[src/rtl/core/ofi_pkg.sv]
// Shared types and constants for the order-flow-imbalance signal block.
// No dependencies; every other file in rtl/core refers to it by scoped name.
`default_nettype none

package ofi_pkg;

  localparam int PRICE_BITS_DEF = 32;
  localparam int SIZE_BITS_DEF  = 32;

  localparam int FIELD_W     = 32;
  localparam int TERM_W      = 32;
  localparam int ACC_W       = 64;
  localparam int PROD_W      = 96;
  localparam int SCALE_SHIFT = 16;
  localparam int K_W         = 5;
  localparam int PADDR_W     = 3;
  localparam int PDATA_W     = 32;
  localparam int S_TDATA_W   = 4 * FIELD_W;
  localparam int M_TDATA_W   = 104;

  localparam logic [K_W-1:0]     DECAY_MAX    = 5'd16;
  localparam logic [K_W-1:0]     DECAY_RESET  = 5'd4;
  localparam logic [FIELD_W-1:0] THRESH_RESET = 32'd0;

  // Register index, taken from paddr bit 2
  typedef enum logic {
    REG_DECAY  = 1'b0,
    REG_THRESH = 1'b1
  } reg_idx_t;

  typedef struct packed {
    logic [K_W-1:0]     k;      // decay shift, already saturated to DECAY_MAX
    logic [FIELD_W-1:0] theta;  // threshold, unsigned Q16
  } cfg_t;

  typedef struct packed {
    logic signed [TERM_W-1:0] term;
    logic signed [ACC_W-1:0]  acc;
    logic [ACC_W-1:0]         depth;
  } upd_t;

endpackage

`default_nettype wire

[src/rtl/core/ofi_cfg.sv]
// Configuration registers behind an APB-style port: decay shift and threshold.
// Depends on ofi_pkg for register indexes, reset values and the cfg_t struct.
`default_nettype none

module ofi_cfg (
  input  wire logic                          clk,
  input  wire logic                          rst,
  input  wire logic                          psel,
  input  wire logic                          penable,
  input  wire logic                          pwrite,
  input  wire logic [ofi_pkg::PADDR_W-1:0]   paddr,
  input  wire logic [ofi_pkg::PDATA_W-1:0]   pwdata,
  output logic      [ofi_pkg::PDATA_W-1:0]   prdata,
  output logic                               pready,
  output ofi_pkg::cfg_t                      cfg
);

  logic [ofi_pkg::K_W-1:0]     decay_shift;
  logic [ofi_pkg::FIELD_W-1:0] threshold_q16;
  ofi_pkg::reg_idx_t           idx;
  logic                        wr;

  assign pready = 1'b1;
  assign idx    = ofi_pkg::reg_idx_t'(paddr[2]);
  assign wr     = psel && penable && pwrite && pready;

  always_ff @(posedge clk) begin
    if (rst) begin
      decay_shift   <= ofi_pkg::DECAY_RESET;
      threshold_q16 <= ofi_pkg::THRESH_RESET;
    end else if (wr) begin
      unique case (idx)
        ofi_pkg::REG_DECAY:  decay_shift   <= pwdata[ofi_pkg::K_W-1:0];
        ofi_pkg::REG_THRESH: threshold_q16 <= pwdata;
      endcase
    end
  end

  always_comb begin
    unique case (idx)
      ofi_pkg::REG_DECAY:  prdata = ofi_pkg::PDATA_W'(decay_shift);
      ofi_pkg::REG_THRESH: prdata = threshold_q16;
    endcase
  end

  // Saturate the shift so both averages stay well inside 64 bits
  assign cfg.k     = (decay_shift > ofi_pkg::DECAY_MAX) ? ofi_pkg::DECAY_MAX : decay_shift;
  assign cfg.theta = threshold_q16;

endmodule

`default_nettype wire

[config.mk]
export PLATFORM = sky130hd
export DESIGN_NAME = ofi_cfg
export DESIGN_NICKNAME = d
export VERILOG_FILES = /design/src/rtl/core/ofi_pkg.sv /design/src/rtl/core/ofi_cfg.sv
export SDC_FILE = /design/constraint.sdc
export NUM_CORES = 1
export LEC_CHECK = 0
export BUFFER_PORTS_ARGS = -buffer_cell sky130_fd_sc_hd__buf_4
export CAP_MARGIN = 25
export CORE_MARGIN = 3
export CORE_UTILIZATION = 47
export CTS_CLUSTER_DIAMETER = 30
export CTS_CLUSTER_SIZE = 20
export DETAILED_ROUTE_END_ITERATION = 6
export PLACE_DENSITY = 0.83
export SYNTH_ARGS = -nofsm -noshare
export SYNTH_HDL_FRONTEND = slang
export SYNTH_SLANG_ARGS = --single-unit
[constraint.sdc]
create_clock -name clk -period 2.55 [get_ports clk]
set_input_delay 0.51 -clock clk [delete_from_list [all_inputs] [get_ports clk]]
set_output_delay 0.51 -clock clk [all_outputs]
set_load 0.005 [all_outputs]
==> summary.txt <==
Critical path
  • WS Path Type: in2out
  • R2r setup slk: 1.81 ns
  • Worst-path fanout max: 34
  • Capturing element type of the critical path: output pin
  • CP Data Required Time: 2.04 ns
  • Origin of the critical flop-to-flop path: decay_shift[4]$_SDFFE_PP0P_
  • R2r endpoint: decay_shift[4]$_SDFFE_PP0P_
  • Critical path arrival: 1.30 ns
  • Critical Path Max Stage Delay: 0.38 ns
  • Cell depth of the worst flop-to-flop path: 2
  • Slowest-stage cell, CP: mux2_2
  • Worst path most repeated cell: buf_4
  • Crit start category: primary input
  • Cell Chain, Critical Path: buf_4 -> mux2_2 -> buf_4

Worst hold path
  • WHS Path Cells: 3
  • HP Class: in2reg
  • Hold Path Origin: pwdata[22]
  • Hold endpoint: threshold_q16[22]$_SDFFE_PP0P_

Routing
  • 1st-iter DRT viols: 66
  • Wire length per cell: approximately 13 microns
  • Via density: 4.63
  • Drc violations: 0
  • DR pass1 iterations: 4
  • Vias: 1,606
  • Total wire length: roughly 4400 microns
  • Post-route ant nets: 0

Place
  • Placed cells: ~340
  • Port Buffers: 106
  • Hpwl dp: 3190 microns
  • Final RePlAce weighted congestion: 0.682
  • Setup Slack @ Placement: about 0.63 ns

Layout
  • Most frequent cells in the layout: 107 x buf_4, 68 x nand2b_1, 37 x mux2i_1, 37 x dfxtp_1, 27 x and2_1
  • Antenna Cells: 0
  • Final net count: 338
  • Most common cell after layout, fill and taps aside: buf_4
  • Fin cells: roughly 350
  • Share of cells above drive strength 1: about 40%
  • Area grow syn2layout: 46.3%
  • Filler cells: 311

Clock tree
  • Number of hold buffers added after cts: 0
  • Postcts setup bufs: 0
  • Worst-Skew Late Latency: approximately 0.28 ns
  • H-tree levels: 2
  • Root buffer cell: clkbuf_8
  • CTS tree: yes
  • CTS clk-pin slew, worst paths: ~0.070 ns
  • CTS buffer count: 5
  • Resized Gates After CTS: 0
  • TritonCTS sink count: 37
  • Worst-case clock buffer depth: 2

Synth
  • Yosys cell types: 15
  • Synth Register Bits: 37
  • Yosys top cell area share: 38.2%
  • Average size of a mapped cell: 9.73 sq um
  • Seq/Total Area, Yosys: a little under two fifths
  • Synth warn: 0
  • Synth Net Count: 239
  • Cells taking the most area after synthesis: dfxtp_1 38%, nand2b_1 22%, mux2i_1 19%
  • Syn Std Cell Area: 1940 sq um
  • Gate Count Post-Synth: roughly 200
  • Post-synth top area cell: dfxtp_1

Timing
  • Hold WS: 0.487 ns
  • Clk_skew: 0 ns
  • RSZ-0062 raised after global routing: false
  • Final slew viol count: 0
  • Max Clk Rate: 552 MHz
  • Crit share post-route: 71.0%
  • Endpoints failing setup: 0
  • Fin. Hold Viols: 0
  • Final min period: 1.81 ns
  • Final WS setup: between 0.7 and 0.8 ns
  • Sum Neg Setup Slack: 0 ns

GRT
  • Initial antenna violation count: 0
  • Total GRT Usage: between 15 and 20%
  • Gr ovfl total: 0
  • Largest net degree at the start of global routing: 71
  • First-pass GRT wire length: 7220 microns
  • Number of global-route vias before repair: 1,582

Die
  • I/O Pins: 110
  • Die Area: 4930 sq um
  • Initial Util: slightly above 50%
  • Num rows: 22
  • Die Width: 70.2 microns
  • Core area: approximately 3800 sq um
  • Die H: 70.2 microns

Power
  • PwrDens: 475 nW/um^2
  • Maximum vdd drop: approximately 0.54 mV
  • P_leak: 1.31 nW
  • Post-layout total power: 1.34 mW

Job
  • Maxcap violations: 0

Status
  • Outcome: complete, no violations
[synth_stat cells (all sizes together)]
cell    count
and4        1
clkbuf     10
mux2i      37
nand2b     68
dfxtp      37
mux2        5
buf         6
conb        1
nand4b      1
nor2        2
nor2b       4
and2       27
[critical path: cells and delay by family]
kind                   cells  cell delay (ns)
muxes                      1             0.38
buffers and inverters      2             0.41
[flip-flops by register name, indices dropped and copies added, names as in the netlist]
signal         cells
decay_shift        5
threshold_q16     32
[worst max-delay path by stage]
| stage | startpoint | to | slack (ns) | cells after the start |
|---|---|---|---|---|
| final | paddr[2] | prdata[0] | 0.74 | 3 |
| after global routing | paddr[2] | prdata[0] | 0.67 | 3 |
| after CTS | paddr[2] | prdata[0] | 0.72 | 3 |
| after global placement | paddr[2] | threshold_q16[5]$_SDFFE_PP0P_ | 0.67 | 4 |
| after detailed placement | paddr[2] | threshold_q16[15]$_SDFFE_PP0P_ | 0.63 | 4 |
| after floorplan | paddr[2] | prdata[2] | 1.04 | 2 |
[through the flow]
stage	utilization (%)	instance area [sq um]
5_1_grt	74.1	2830
2_1_floorplan	-	1940
4_1_cts	74.1	2830
3_3_place_gp	70.6	2700
6_report	74.1	2830
3_5_place_dp	70.6	2700
[area by class of cell]
cell class | instances | area [sq um] | share of cell area, %
Multi-Input combinational cell | 146 | 1080 | 38.0
Timing Repair Buffer | 108 | 823 | 29.1
Sequential cell | 37 | 741 | 26.1
Clock buffer | 5 | 68.8 | 2.43
Clock inverter | 3 | 65.1 | 2.30
Tap cell | 48 | 60.1 | 2.12
[power breakdown]
group	internal, mW	switching, mW
clock network	0.388	0.199
registers	0.591	0.00964
logic	0.100	0.0572
total	1.08	0.266
[per-layer routing]
metal	global-route usage [%]	routed length (microns)
met1	19.8	1800
met3	4.60	309
met5	0	0
met2	32.6	2190
met4	5.74	58
[cells by family (layout without fill, tap and decap cells)]
kind of cell,Yosys count,after routing,synth area share [%]
and+or+nand+nor,103,103,33.3
muxes,42,42,22.0
DFF,37,37,38.2
buffers and inverters,16,116,6.27
other,1,1,0.194
(Power assumes the default switching activity.)
