### src/rtl/core/ofi_pkg.sv
// Shared types and constants for the order-flow-imbalance signal block.
// No dependencies; every other file in rtl/core refers to it by scoped name.
`default_nettype none

package ofi_pkg;

  localparam int PRICE_BITS_DEF = 32;
  localparam int SIZE_BITS_DEF  = 32;

  localparam int FIELD_W     = 32;
  localparam int TERM_W      = 32;
  localparam int ACC_W       = 64;
  localparam int PROD_W      = 96;
  localparam int SCALE_SHIFT = 16;
  localparam int K_W         = 5;
  localparam int PADDR_W     = 3;
  localparam int PDATA_W     = 32;
  localparam int S_TDATA_W   = 4 * FIELD_W;
  localparam int M_TDATA_W   = 104;

  localparam logic [K_W-1:0]     DECAY_MAX    = 5'd16;
  localparam logic [K_W-1:0]     DECAY_RESET  = 5'd4;
  localparam logic [FIELD_W-1:0] THRESH_RESET = 32'd0;

  // Register index, taken from paddr bit 2
  typedef enum logic {
    REG_DECAY  = 1'b0,
    REG_THRESH = 1'b1
  } reg_idx_t;

  typedef struct packed {
    logic [K_W-1:0]     k;      // decay shift, already saturated to DECAY_MAX
    logic [FIELD_W-1:0] theta;  // threshold, unsigned Q16
  } cfg_t;

  typedef struct packed {
    logic signed [TERM_W-1:0] term;
    logic signed [ACC_W-1:0]  acc;
    logic [ACC_W-1:0]         depth;
  } upd_t;

endpackage

`default_nettype wire

### src/rtl/core/ofi_update.sv
// Input register, stored quote, imbalance term and both EWMA accumulators.
// Depends on ofi_pkg; feeds one upd_t word per quote to ofi_threshold.
`default_nettype none

module ofi_update #(
  parameter int PRICE_BITS = ofi_pkg::PRICE_BITS_DEF,
  parameter int SIZE_BITS  = ofi_pkg::SIZE_BITS_DEF
) (
  input  wire logic                            clk,
  input  wire logic                            rst,
  input  wire logic                            in_valid,
  output logic                                 in_ready,
  input  wire logic [ofi_pkg::S_TDATA_W-1:0]   in_data,
  input  wire ofi_pkg::cfg_t                   cfg,
  output logic                                 upd_valid,
  input  wire logic                            upd_ready,
  output ofi_pkg::upd_t                        upd
);

  localparam int PW = (PRICE_BITS > ofi_pkg::FIELD_W) ? ofi_pkg::FIELD_W : PRICE_BITS;
  localparam int SW = SIZE_BITS;
  localparam int EW = SW + 3;
  localparam int DW = SW + 1;
  localparam int FW = ofi_pkg::FIELD_W;
  localparam int AW = ofi_pkg::ACC_W;
  localparam int TW = ofi_pkg::TERM_W;

  logic          q_valid;
  logic [PW-1:0] q_bid_price;
  logic [SW-1:0] q_bid_size;
  logic [PW-1:0] q_ask_price;
  logic [SW-1:0] q_ask_size;

  logic          seeded;
  logic [PW-1:0] last_bid_price;
  logic [SW-1:0] last_bid_size;
  logic [PW-1:0] last_ask_price;
  logic [SW-1:0] last_ask_size;
  logic signed [AW-1:0] acc;
  logic [AW-1:0]        depth;

  logic                 step;
  logic signed [EW-1:0] e;
  logic signed [AW-1:0] e_ext;
  logic signed [TW-1:0] term;
  logic [DW-1:0]        d;
  logic signed [AW-1:0] acc_next;
  logic [AW-1:0]        depth_next;

  assign step     = q_valid && (!upd_valid || upd_ready);
  assign in_ready = !q_valid || step;

  always_comb begin
    e = '0;
    if (q_bid_price >= last_bid_price) e = e + signed'(EW'(q_bid_size));
    if (q_bid_price <= last_bid_price) e = e - signed'(EW'(last_bid_size));
    if (q_ask_price <= last_ask_price) e = e - signed'(EW'(q_ask_size));
    if (q_ask_price >= last_ask_price) e = e + signed'(EW'(last_ask_size));
    e_ext = AW'(e);
    if (e_ext > 64'sh0000_0000_7FFF_FFFF) begin
      term = 32'sh7FFF_FFFF;
    end else if (e_ext < 64'shFFFF_FFFF_8000_0000) begin
      term = 32'sh8000_0000;
    end else begin
      term = e_ext[TW-1:0];
    end
    acc_next = acc - (acc >>> cfg.k) + AW'(term);
    d        = DW'(q_bid_size) + DW'(q_ask_size);
    if (!seeded) begin
      depth_next = AW'(d) << cfg.k;
    end else begin
      depth_next = depth - (depth >> cfg.k) + AW'(d);
    end
  end

  // Control and accumulators
  always_ff @(posedge clk) begin
    if (rst) begin
      q_valid   <= 1'b0;
      upd_valid <= 1'b0;
      seeded    <= 1'b0;
      acc       <= '0;
      depth     <= '0;
    end else begin
      if (in_ready) q_valid <= in_valid;
      if (!upd_valid || upd_ready) upd_valid <= q_valid;
      if (step) begin
        seeded <= 1'b1;
        depth  <= depth_next;
        if (seeded) acc <= acc_next;
      end
    end
  end

  // Payload: input register, stored quote, result word
  always_ff @(posedge clk) begin
    if (in_valid && in_ready) begin
      q_bid_price <= in_data[0 +: PW];
      q_bid_size  <= in_data[FW +: SW];
      q_ask_price <= in_data[2*FW +: PW];
      q_ask_size  <= in_data[3*FW +: SW];
    end
    if (step) begin
      last_bid_price <= q_bid_price;
      last_bid_size  <= q_bid_size;
      last_ask_price <= q_ask_price;
      last_ask_size  <= q_ask_size;
      upd.depth      <= depth_next;
      if (seeded) begin
        upd.term <= term;
        upd.acc  <= acc_next;
      end else begin
        upd.term <= '0;
        upd.acc  <= '0;
      end
    end
  end

`ifndef SYNTHESIS
  a_seeded_sticks: assert property (@(posedge clk) disable iff (rst)
    seeded |=> seeded)
    else $error("seeded flag dropped without reset");

  a_seed_word_zero: assert property (@(posedge clk) disable iff (rst)
    (step && !seeded) |=> (upd_valid && upd.acc == '0 && upd.term == '0))
    else $error("seed quote produced a non-zero word");
`endif

endmodule

`default_nettype wire

### config.mk
export PLATFORM = sky130hd
export DESIGN_NAME = ofi_update
export DESIGN_NICKNAME = d
export VERILOG_FILES = /design/src/rtl/core/ofi_pkg.sv /design/src/rtl/core/ofi_update.sv
export SDC_FILE = /design/constraint.sdc
export NUM_CORES = 2
export LEC_CHECK = 0
export ABC_AREA = 1
export BUFFER_PORTS_ARGS = -buffer_cell sky130_fd_sc_hd__buf_2
export CORE_ASPECT_RATIO = 0.75
export CORE_MARGIN = 5
export CORE_UTILIZATION = 41
export CTS_BUF_LIST = sky130_fd_sc_hd__clkbuf_2 sky130_fd_sc_hd__clkbuf_4 sky130_fd_sc_hd__clkbuf_8
export DETAILED_ROUTE_END_ITERATION = 16
export GPL_TIMING_DRIVEN = 1
export PLACE_DENSITY = 0.54
export SKIP_CTS_REPAIR_TIMING = 1
export SYNTH_ARGS = -nofsm -noshare
export SYNTH_HDL_FRONTEND = slang
export SYNTH_SLANG_ARGS = --single-unit
### constraint.sdc
create_clock -name clk -period 29.5 [get_ports clk]
set_clock_uncertainty 0.15 [all_clocks]
set_input_delay 0 -clock clk [delete_from_list [all_inputs] [get_ports clk]]
set_output_delay 0 -clock clk [all_outputs]
set_load 0.03 [all_outputs]
==> impl_metrics.json <==
{
  "cts_max_path_buffers": 3,
  "coreArea_um2": 117800,
  "dp_slack_ps": 14860,
  "synth_nets": 7377,
  "drt_iter0_markers": 6009,
  "chipWidth_um": 407.6,
  "root_buffer": "clkbuf_8",
  "r2r_setup_slack_ps": 14450,
  "worst_slew_pin_slew_ps": 1260,
  "max_stage_delay_ps": 730,
  "hold_viol": 0,
  "sw_frac_of_total_pct": 51.40,
  "setup_slack_ps": 14450,
  "dpl.hpwl_um": 153900,
  "drive_gt1_share_pct": 7.902,
  "fin_crit_sh_pct": 51.01,
  "ys_warn_count": 0,
  "synth.top_cell.area_share_pct": 25.69,
  "grt_overflow": 0,
  "synth_edf_count": 416,
  "worstReg2RegEnd": "upd[123]",
  "place_area_um2": 51390,
  "p_leak_nw": 26.66,
  "vias": 48220,
  "cp-startpoint": "q_bid_price[25]",
  "die-area_um2": 125700,
  "yosysTopAreaCell": "edfxtp_1",
  "r2r-start": "q_bid_price[25]",
  "clk_latency_ps": 870,
  "peakVddDrop_v": 0.00004018,
  "clk_pin_slew_ps": 70,
  "period_needed_ps": 15050,
  "status": "finished, final reports clean",
  "crit_fanout": 45,
  "synth_area_per_cell_um2": 7.198,
  "grt_setup_unrepaired": "no",
  "setup_viol": 0,
  "path_class": "reg -> reg",
  "p_sw_w": 0.002285,
  "final_area_um2": 56220,
  "min_path_type": "in -> reg",
  "power_frac_clock_pct": 18.5,
  "critical_path_required_ps": 29930,
  "cpMostUsedCell": "nand2_1",
  "start_util_pct": 41.26,
  "cts_htree_levels": 3,
  "numPortBuffers": 298,
  "cap_violations": 0,
  "cts.sinks": 547,
  "synth_most_common_cell": "nand2_1",
  "grt_max_degree": 176,
  "fp-row-count": 109,
  "crit_arrival_ps": 15480,
  "combPwrFrac_pct": 60.2,
  "setup_tns_ps": 0,
  "sequentialPowerShare_pct": 21.3,
  "routabilityCongestion": 1.019,
  "num-nets-final": 7821,
  "async_reset_ff_share_pct": 0,
  "grt_pass1_wl_um": 280200,
  "ant_nets": 0,
  "routedWlPerCell_um": 22.20,
  "cts_tree": "done",
  "drc": 0,
  "synth-main-ff-cell": "edfxtp_1",
  "critPathSlowestCell": "a21oi_1",
  "grt_usage_pct": 29.71,
  "slew_viol_final": 0,
  "synth_area_leaders": "edfxtp_1 26%, nand2_1 12%, ha_1 9.1%, inv_1 7.9%, o21ai_0 7.5%",
  "endpoint": "upd[123]",
  "mappedNetlistArea_um2": 48620,
  "die_height_um": 308.2,
  "routed_wl_um": 196400,
  "netlist_top_cells_count": "1511 x nand2_1, 1019 x inv_1, 724 x o21ai_0, 573 x a21oi_1, 451 x nor2_1",
  "firstDrtPassIters": 8,
  "power_w": 0.004446,
  "p_int_w": 0.002160,
  "p_per_area_nw_per_um2": 79.08,
  "cts_made_buffers": 95,
  "seq_area_frac_synth_pct": 31.09,
  "synth_cells": 6755,
  "synth-seq-cells": 547,
  "antenna_found_initial": 13,
  "first_global_vias": 42920,
  "syn_to_final_growth_pct": 15.62,
  "viasPerCell": 5.451,
  "startpoint_type": "register",
  "max_slew_margin_pct": 15.13,
  "endpoint_kind": "register",
  "top_level_ports": 331,
  "synth_cell_types": 65,
  "r2r_cells": 66,
  "fmax_mhz": 66.46
}
worst min-delay path by stage:
| stage | end | start | depth (start not counted) |
|---|---|---|---|
| floorplan | q_ask_price[0] | in_data[64] | 0 |
| global placement | q_ask_price[4] | in_data[68] | 1 |
| detailed placement | q_bid_size[6] | in_data[38] | 1 |
| CTS | q_ask_size[8] | in_data[104] | 1 |
| global route | upd[15] | cfg[34] | 5 |
| finish | depth[34] | cfg[34] | 9 |
cell families after synthesis:
logic type,after synthesis,share of synthesized area [%]
AOI/OAI and AO/OA,1569,17.45
xor gates and xnor gates,154,2.789
adders and majority gates,453,13.19
buffers and inverters,1273,9.935
DFF,547,31.09
muxes,157,3.232
and+or+nand+nor,2602,22.32
state kept, by name (all words and copies together) (netlist names):
name and cells:
last_ask_size 32, upd 160, upd_valid 1, depth 64, q_ask_price 32, q_bid_size 32
q_valid 1, last_bid_price 32, acc 64, last_ask_price 32, last_bid_size 32, q_ask_size 32
q_bid_price 32, seeded 1
placed cells by master (no fill, tap or decap), types with 13 or more instances in the layout:
cell	count
inv_1	1017
mux2i_1	157
a21boi_0	23
edfxtp_1	416
nand4_1	47
clkbuf_4	25
or2_2	30
o21ai_0	724
dlygate4sd3_1	264
clkbuf_8	103
buf_4	33
dfxtp_1	130
a31oi_1	39
clkinv_2	15
o21bai_1	24
clkinv_1	13
o21a_1	26
xnor2_1	65
o21ai_1	20
xor2_1	88
nand3b_1	20
buf_2	294
nand2_2	16
nand2_1	1510
nand3_1	442
nor4_1	16
nor3_1	38
a21oi_1	573
a21o_1	37
diode_2	14
fa_1	99
o211ai_1	52
ha_1	354
nor2_1	448
per-layer routing:
layer,wire length (µm),global-route usage (%),vias to the layer above,share of wire [%]
met5,20,0,-,0.010
met4,4198,5.969,2,2.1
met3,22680,8.457,225,12
met2,75720,40.82,2169,39
met1,93740,45.84,22390,48
li1,-,-,23430,-
power groups by stage:
| stage | Sequential (W) | Clock, W | Combinational, W |
|---|---|---|---|
| floorplan | 0.00100 | 0 | 0.00167 |
| global placement | 0.000964 | 0 | 0.00256 |
| detailed placement | 0.000964 | 0 | 0.00256 |
| CTS | 0.000948 | 0.000839 | 0.00257 |
| global route | 0.000953 | 0.000877 | 0.00292 |
| finish | 0.000949 | 0.000822 | 0.00267 |
stage by stage:
stage / hold WS [ps] / cells / utilization [%]
floorplan: -51.13 / 6755 / -
global placement: 26.38 / 8392 / 43.62
detailed placement: 28.09 / 8392 / 43.62
CTS: -903.9 / 8567 / 45.44
global route: 99.09 / 8838 / 47.70
finish: 132.6 / 8845 / 47.71
cell type report:
cell class	count	area, µm²
diodes	14	35.03
clock buffers	128	1605
clock inverters	47	541.8
fillers	12090	61610
inverters	1027	3881
multi-input cells	4935	28700
flip-flops and latches	547	15120
well taps	1554	1944
repair buffers	593	4393
worst max-delay path: cells and delay by family (launching register included):
family | cells | cell delay [ps]
XOR/XNOR | 3 | 690
adder cells (fa/ha/maj) | 7 | 2440
AND/OR/NAND/NOR | 29 | 4620
AO/OA/AOI/OAI | 19 | 5080
flip-flops | 1 | 410
buffers and inverters | 8 | 1280
Power figures use the tool's default switching activity.
